===== config.mk =====
export PLATFORM = sky130hd
export DESIGN_NAME = dsct_front
export DESIGN_NICKNAME = d
export VERILOG_FILES = /design/src/hw/rtl/dsct_pkg.sv /design/src/hw/rtl/dsct_front.sv
export SDC_FILE = /design/constraint.sdc
export NUM_CORES = 2
export LEC_CHECK = 0
export BUFFER_PORTS_ARGS = -buffer_cell sky130_fd_sc_hd__buf_2
export CORE_MARGIN = 2
export CORE_UTILIZATION = 30
export CTS_BUF_LIST = sky130_fd_sc_hd__clkbuf_4
export CTS_CLUSTER_DIAMETER = 200
export DETAILED_ROUTE_END_ITERATION = 6
export PLACE_DENSITY = 0.44
export SLEW_MARGIN = 20
export SYNTH_ARGS = -nofsm -noshare
export SYNTH_HDL_FRONTEND = slang
export SYNTH_SLANG_ARGS = --single-unit

===== constraint.sdc =====
create_clock -name clk -period 9.4 [get_ports clk]
set_input_delay 0.94 -clock clk [delete_from_list [all_inputs] [get_ports clk]]
set_output_delay 0.94 -clock clk [all_outputs]
set_load 0.005 [all_outputs]

===== src/hw/rtl/dsct_pkg.sv =====
// dsct_pkg: shared types, constants and the arctangent table function
// for the degree sine/cosine/tangent block. No dependencies.
package dsct_pkg;

    localparam int WB = 40;
    localparam int XW = 44;
    localparam int ZW = 42;
    localparam int QB = 33;
    localparam int DW = XW + QB;

    localparam logic [63:0] PI_Q60      = 64'h3243F6A8885A308D;
    localparam logic [63:0] DEG2RAD_Q60 = PI_Q60 / 64'd180;
    localparam logic signed [XW-1:0] GAIN_Q40 = XW'(40'h9B74EDA800);

    localparam logic [1:0] OP_SIN = 2'd0;
    localparam logic [1:0] OP_COS = 2'd1;
    localparam logic [1:0] OP_TAN = 2'd2;

    typedef struct packed {
        logic signed [31:0] angle_deg;
        logic [1:0]         operation;
    } in_t;

    typedef struct packed {
        logic signed [31:0] value;
        logic               undefined;
        logic               saturated;
    } out_t;

    typedef struct packed {
        logic signed [ZW-1:0] z;
        logic [1:0]           quad;
        logic                 neg;
        logic [1:0]           op;
        logic                 rm_zero;
    } mid_t;

    // atan(2^-i), 40 fractional bits, series evaluated at elaboration
    function automatic logic signed [63:0] atan_q40(input int i);
        logic signed [63:0] acc;
        logic signed [63:0] t;
        int                 m;
        acc = 64'sd0;
        if (i == 0)
        begin
            acc = $signed(PI_Q60 >> 22);
        end
        else
        begin
            for (int k = 0; k < 32; k++)
            begin
                m = 2 * k + 1;
                if (m * i <= 62)
                begin
                    t = $signed((64'd1 << (62 - m * i)) / 64'(m));
                    if (k % 2 == 1)
                    begin
                        acc = acc - t;
                    end
                    else
                    begin
                        acc = acc + t;
                    end
                end
            end
            acc = (acc + 64'sd2097152) >>> 22;
        end
        return acc;
    endfunction

endpackage


===== src/hw/rtl/dsct_front.sv =====
// dsct_front: angle reduction to quadrant plus remainder, remainder to radians.
// Uses dsct_pkg types and constants.
module dsct_front #(
    parameter int ANGLE_FRAC_BITS = 16
) (
    input  logic            clk,
    input  logic            rst_n,
    input  logic            push,
    output logic            full,
    input  dsct_pkg::in_t   item,
    output logic            mid_push,
    input  logic            mid_full,
    output dsct_pkg::mid_t  mid_item
);
    localparam int F   = ANGLE_FRAC_BITS;
    localparam int MIW = 33 - F;
    localparam int PW1 = MIW + 26;
    localparam int NW  = PW1 - 32;
    localparam int RW  = F + 7;
    localparam int PW3 = RW + 32;
    localparam int PW4 = RW + 64;
    localparam int ZW  = dsct_pkg::ZW;
    localparam logic [25:0]   RECIP = 26'd47721859;
    localparam logic [RW-1:0] D90   = RW'(90) << F;
    localparam logic [31:0]   K_LO  = dsct_pkg::DEG2RAD_Q60[31:0];
    localparam logic [31:0]   K_HI  = dsct_pkg::DEG2RAD_Q60[63:32];

    logic en;

    logic           v1_reg, neg1_reg;
    logic [1:0]     op1_reg;
    logic [32:0]    mag1_reg;
    logic [PW1-1:0] prod1_reg;

    logic           v2_reg, neg2_reg, rneg2_reg;
    logic [1:0]     op2_reg, quad2_reg;
    logic [RW-1:0]  rm2_reg;

    logic           v3_reg, neg3_reg, rneg3_reg, rmz3_reg;
    logic [1:0]     op3_reg, quad3_reg;
    logic [PW3-1:0] pl3_reg, ph3_reg;

    logic           v4_reg;
    dsct_pkg::mid_t mid4_reg;

    logic           neg_c;
    logic [32:0]    mag_c;
    logic [MIW-1:0] mint_c;
    logic [PW1-1:0] prod_c;

    logic [NW-1:0]  n_c;
    logic [32:0]    nd_c;
    logic [32:0]    remw_c;
    logic [RW-1:0]  rem_c;
    logic [RW:0]    twice_c;
    logic           up_c;
    logic [RW-1:0]  rm_c;

    logic [PW4-1:0]       sum_c;
    logic signed [ZW-1:0] zmag_c;
    dsct_pkg::mid_t       mid_c;

    assign en       = ~mid_full;
    assign full     = mid_full;
    assign mid_push = v4_reg & en;
    assign mid_item = mid4_reg;

    always_comb
    begin
        neg_c  = item.angle_deg[31];
        mag_c  = neg_c ? (33'h1_0000_0000 - {1'b0, item.angle_deg})
                       : {1'b0, item.angle_deg};
        mint_c = mag_c[32:F];
        prod_c = PW1'(mint_c) * PW1'(RECIP);
    end

    always_comb
    begin
        n_c     = prod1_reg[PW1-1:32];
        nd_c    = 33'(n_c) * 33'd90;
        remw_c  = mag1_reg - (nd_c << F);
        rem_c   = remw_c[RW-1:0];
        twice_c = {rem_c, 1'b0};
        up_c    = (twice_c > {1'b0, D90}) || ((twice_c == {1'b0, D90}) && n_c[0]);
        rm_c    = up_c ? (D90 - rem_c) : rem_c;
    end

    always_comb
    begin
        sum_c  = PW4'(pl3_reg) + (PW4'(ph3_reg) << 32);
        zmag_c = ZW'(sum_c >> (F + 20));
        mid_c.z       = rneg3_reg ? -zmag_c : zmag_c;
        mid_c.quad    = quad3_reg;
        mid_c.neg     = neg3_reg;
        mid_c.op      = op3_reg;
        mid_c.rm_zero = rmz3_reg;
    end

    always_ff @(posedge clk or negedge rst_n)
    begin
        if (!rst_n)
        begin
            v1_reg <= 1'b0;
            v2_reg <= 1'b0;
            v3_reg <= 1'b0;
            v4_reg <= 1'b0;
        end
        else if (en)
        begin
            v1_reg <= push;
            v2_reg <= v1_reg;
            v3_reg <= v2_reg;
            v4_reg <= v3_reg;
        end
    end

    always_ff @(posedge clk)
    begin
        if (en)
        begin
            neg1_reg  <= neg_c;
            op1_reg   <= item.operation;
            mag1_reg  <= mag_c;
            prod1_reg <= prod_c;

            neg2_reg  <= neg1_reg;
            op2_reg   <= op1_reg;
            rneg2_reg <= up_c;
            quad2_reg <= n_c[1:0] + {1'b0, up_c};
            rm2_reg   <= rm_c;

            neg3_reg  <= neg2_reg;
            op3_reg   <= op2_reg;
            rneg3_reg <= rneg2_reg;
            quad3_reg <= quad2_reg;
            rmz3_reg  <= (rm2_reg == '0);
            pl3_reg   <= PW3'(rm2_reg) * PW3'(K_LO);
            ph3_reg   <= PW3'(rm2_reg) * PW3'(K_HI);

            mid4_reg  <= mid_c;
        end
    end

endmodule


Word level (Yosys, flattened, before mapping)
Cells that the tools add are included.
{"block": "word_totals", "regBits": 255, "inputBits": 38}
{"block": "op_classes", "addsub": 6, "multipliers": 4, "magnitude_cmp": 1, "eq_ne": 1, "muxes": 3, "n_bitwise": 2, "reduce_logical": 3}
{"op": "55-bit by 78-bit adder with 78-bit output", "count": 1}
{"op": "23-bit by 30-bit multiplier with 53-bit output, second input constant", "count": 1}
{"op": "23-bit by 22-bit multiplier with 45-bit output, second input constant", "count": 1}
{"op": "17-bit by 26-bit multiplier with 43-bit output, second input constant", "count": 1}
{"op": "42-bit 2-to-1 mux", "count": 1}
{"op": "42-bit negation", "count": 1}
{"op": "33-bit 2-to-1 mux", "count": 1}
{"op": "33-bit by 32-bit subtractor with 33-bit output, first input constant", "count": 1}
{"op": "24-bit by 23-bit > comparator with 1-bit output, second input constant", "count": 1}
{"op": "23-bit by 22-bit equality test with 1-bit output, second input constant", "count": 1}
{"op": "23-bit logical NOT", "count": 1}
{"op": "23-bit 2-to-1 mux", "count": 1}
{"op": "23-bit subtractor", "count": 1}
{"op": "23-bit subtractor, first input constant", "count": 1}
{"op": "11-bit by 6-bit multiplier with 6-bit output, second input constant", "count": 1}
{"op": "2-bit by 1-bit adder with 2-bit output", "count": 1}
{"op": "1-bit AND", "count": 1}
{"op": "1-bit logical AND", "count": 1}
{"op": "1-bit logical OR", "count": 1}
{"op": "1-bit NOT", "count": 1}

Depth between registers and ports, before layout
{"block": "depth", "ltp_word": 6, "ltp_mapped": 31, "depth_no_buf": 31}

Least setup slack after synthesis
No wires, ideal clock.
{"block": "synth_timing", "path_kind": "input -> register", "from": "input item[6] in the netlist's numbering", "to": "register prod1_reg[37], data pin", "setup_time_ns": 0.260, "arrival_time_ns": 8.589, "required_ns": 9.140, "setup_slack_ns": 0.551, "path_stages": 28, "path_cell_list": "nor4_1 or2b_1 or3_1 or3_1 or3_1 or4_1 o31ai_1 xnor2_1 ha_1 inv_1 fa_1 fa_1 inv_1 fa_1 inv_1 fa_1 fa_1 inv_1 ha_1 nand2_1 or3_1 a221o_1 o21ai_0 a21oi_1 o21ai_0 nor4_1 nor3_1 xnor2_1"}
{"block": "synth_via", "elab_chain_len": 3}
{"element": "start: declaration", "line": "dsct_front.sv:10", "text": "input dsct_pkg::in_t item,"}
{"element": "33-bit by 32-bit subtractor with 33-bit output", "line": "dsct_front.sv:71", "text": "mag_c = neg_c ? (33'h1_0000_0000 - {1'b0, item.angle_deg})"}
{"element": "33-bit 2-to-1 mux", "line": "dsct_front.sv:71"}
{"element": "17-bit by 26-bit multiplier with 43-bit output", "line": "dsct_front.sv:74", "text": "prod_c = PW1'(mint_c) * PW1'(RECIP);"}
{"element": "named net prod_c[37]", "line": "dsct_front.sv:49", "text": "logic [PW1-1:0] prod_c;"}
{"element": "end signal: assignment", "line": "dsct_front.sv:124", "text": "prod1_reg <= prod_c;"}
{"element": "end: declaration", "line": "dsct_front.sv:33", "text": "logic [PW1-1:0] prod1_reg;"}
The timed path passes the listed nets, and every way through them passes these cells.
A chain may end at the register's enable or synchronous reset.

Final worst setup path
{"block": "layout_timing", "from": "input item[6] in the netlist's numbering", "to": "register prod1_reg[36], data pin"}
The elaborated chain is that of the path after synthesis.

==> metrics.md <==
| Metric | Value |
|---|---|
| CP most frequent cell | `fa_1` |
| Clock Path Buffers | `2` |
| Largest net degree at the start of global routing | `120` |
| WS Path Type | `primary input to flip-flop` |
| Core ar. | `roughly 110000 µm²` |
| Most frequent cells in the layout | `inv_1 (854), ha_1 (599), fa_1 (516)` |
| Worst hold margin | `295 ps` |
| Placed cell area | `approximately 36000 µm²` |
| Worst Setup End Kind | `flip-flop` |
| Pre-CTS setup slack | `roughly 38 ps` |
| Sinks on Clock Net | `187` |
| CTS tree | `done` |
| Critical Path RT | `between 9000 and 10000 ps` |
| Via count | `roughly 22000` |
| P&R area growth vs syn | `8.63%` |
| Final worst slack | `958 ps` |
| Initial core utilization | `between 30% and 40%` |
| Fin nets | `approximately 4500` |
| Mapped cell area | `33300 µm²` |
| Largest register FFs | `between 40 and 50` |
| Worst skew pair latency | `a little over 800 ps` |
| GRT Total Usage | `16.9%` |
| DR WL/cell | `between 15 and 20 µm` |
| Htree depth | `4` |
| Drt drc | `0` |
| Final ANT Viol Nets | `0` |
| Post-Route Skew | `51.5 ps` |
| Die W | `337 µm` |
| Final HPWL DP | `81100 µm` |
| RSZ-0062 raised after global routing | `false` |
| Vias/cell | `about 4.5` |
| Relative slew margins | `a little over a third` |
| Synth unique cells | `85` |
| Share of cells above drive strength 1 | `under 10%` |
| First-pass GRT wire length | `143000 µm` |
| Clock root cell | `clkbuf_4` |
| 1st-iter DRT viols | `949` |
| CP max stage delay | `between 500 and 600 ps` |
| Tcrit/Tclk final | `~90%` |
| Setup violations, final | `0` |
| Most common cell after layout, fill and taps aside | `inv_1` |
| Outcome | `completed` |
| Initial DRT Pass Iterations | `5` |
| # rows | `approximately 120` |
| Max FO, Critical Path | `5` |
| Seq/Total Area, Yosys | `between 10% and 20%` |
| Setup TNS | `0 ps` |
| Cells after Synth | `about 3200` |
| Fin. Hold Viols | `0` |
| IO Pins | `88` |
| Die Ht | `337 µm` |
| Vias in the first global route | `roughly 23000` |
| Worst EP arrival | `around 9000 ps` |
| Worst-margin pin slew | `968 ps` |
| Min-delay worst type | `primary input to flip-flop` |
| Avg Cell Area, Syn | `10.4 µm²` |
| Synth warn | `0` |
| Clock transition at the registers of the reported paths | `200 ps` |
| Total of max-cap violations | `0` |
| CTS Hold Buffers Added | `1` |
| Total CTS buffers | `17` |
| Slowest stage cell, crit path | `fa_1` |
| Startpoint types | `primary input` |
| Post-CTS Resized | `0` |
| Routability cong. | `0.919` |
| Slew Limit Fails | `0` |
| FMAX | `approximately 0.12 GHz` |
| Most frequently used flop master after synthesis | `edfxtp_1` |
| Total grt overflow | `0` |
| # Post-CTS Setup Buffers | `0` |
| Port bufs | `87` |
| Die ar. | `about 110000 µm²` |
| Tmin final | `8440 ps` |
| Final Cell Area | `between 30000 and 40000 µm²` |
| Final Routed Wirelength | `slightly above 90000 µm` |
| Synth async-reset ratio | `2.14%` |
| Synth Register Bits | `~190` |
| Initial antenna violation count | `2` |
| Post-synth EDFFs | `183` |
| Fillers | `11400` |
-- final cells by class --
cell class	count	area [µm²]	area share (%)
Clock inverter	15	150	0.416
Timing Repair Buffer	138	833	2.31
Sequential cell	187	5600	15.5
Clock buffer	17	128	0.353
Antenna cell	3	7.51	0.0208
Inverter	856	3220	8.92
Tap cell	1488	1860	5.15
Multi-Input combinational cell	2119	24300	67.3
-- worst paths after layout --
check / cells after the start / slack, ps / start / end
max: 29 / 960 / item[6] / prod1_reg[36]
min: 1 / 300 / item[0] / op1_reg[0]
max reg2reg: 23 / 1340 / rm2_reg[19] / pl3_reg[54]
min reg2reg: 0 / 440 / rneg2_reg / rneg3_reg
max in group asynchronous: 2 / 8850 / rst_n / v1_reg
min in group asynchronous: 2 / 430 / rst_n / v4_reg
-- per-layer routing --
metal  vias to the layer above  part of all wire (%)  track usage, %
met4                         0                   1.2            3.13
met2                       292                    49            29.1
met5                         -                     0               0
met3                        58                   2.7            1.93
met1                     10900                    47            23.0
li1                      10600                     -               -
-- cells by family (layout without fill, tap and decap cells) --
family | after synthesis | count (layout) | share of synthesized area, %
multiplexers | 11 | 11 | 0.350
buffers and inverters | 885 | 1026 | 10.0
AO/OA/AOI/OAI | 404 | 404 | 8.13
adder cells (fa/ha/maj) | 1115 | 1115 | 53.6
flip-flops | 187 | 187 | 16.8
AND/OR/NAND/NOR | 410 | 410 | 6.42
other | 2 | 7 | 0.0226
XOR/XNOR | 175 | 175 | 4.61
-- synthesized netlist by cell type (all sizes together), types with 5 or more instances --
| master | n | area (µm²) |
|---|---|---|
| nor4 | 10 | 62.6 |
| and2 | 12 | 75.1 |
| clkbuf | 19 | 71.3 |
| a21oi | 110 | 569 |
| edfxtp | 183 | 5500 |
| nand4 | 24 | 150 |
| fa | 516 | 10300 |
| o31ai | 17 | 141 |
| nor3 | 37 | 185 |
| a211o | 7 | 61.3 |
| nor2 | 86 | 323 |
| or4 | 17 | 128 |
| o21bai | 15 | 113 |
| o21ai | 99 | 495 |
| o2111ai | 5 | 61.3 |
| ha | 599 | 7490 |
| nand3b | 5 | 37.5 |
| nor3b | 5 | 37.5 |
| nor2b | 13 | 81.3 |
| and4 | 9 | 78.8 |
| or2 | 7 | 43.8 |
| a31oi | 13 | 96.3 |
| a2111oi | 7 | 106 |
| xor2 | 60 | 526 |
| a21o | 32 | 240 |
| nand3 | 34 | 175 |
| mux2i | 6 | 60.1 |
| buf | 10 | 53.8 |
| o21a | 9 | 67.6 |
| o211ai | 12 | 95.1 |
| nand2b | 11 | 68.8 |
| a211oi | 28 | 215 |
| a221oi | 5 | 43.8 |
| o41ai | 7 | 61.3 |
| or3 | 22 | 143 |
| and3 | 11 | 68.8 |
| xnor2 | 115 | 1010 |
| nand2 | 96 | 360 |
| inv | 855 | 3210 |
| mux2 | 5 | 56.3 |
-- critical path: cells and delay by family --
kind	cells	cell delay, ps
buffers and inverters	6	580
AO/OA/AOI/OAI	5	1020
adder cells (fa/ha/maj)	6	2930
AND/OR/NAND/NOR	10	3130
XOR/XNOR	2	390
-- through the flow --
| stage | cells | util, % |
|---|---|---|
| floorplan | 3191 | - |
| global placement | 4787 | 32.5 |
| detailed placement | 4787 | 32.5 |
| CTS | 4820 | 32.7 |
| global route | 4823 | 32.7 |
| finish | 4823 | 32.7 |
Power is not shown: default switching activity piles up to over one toggle a cycle in this logic, so the estimate is an artifact.
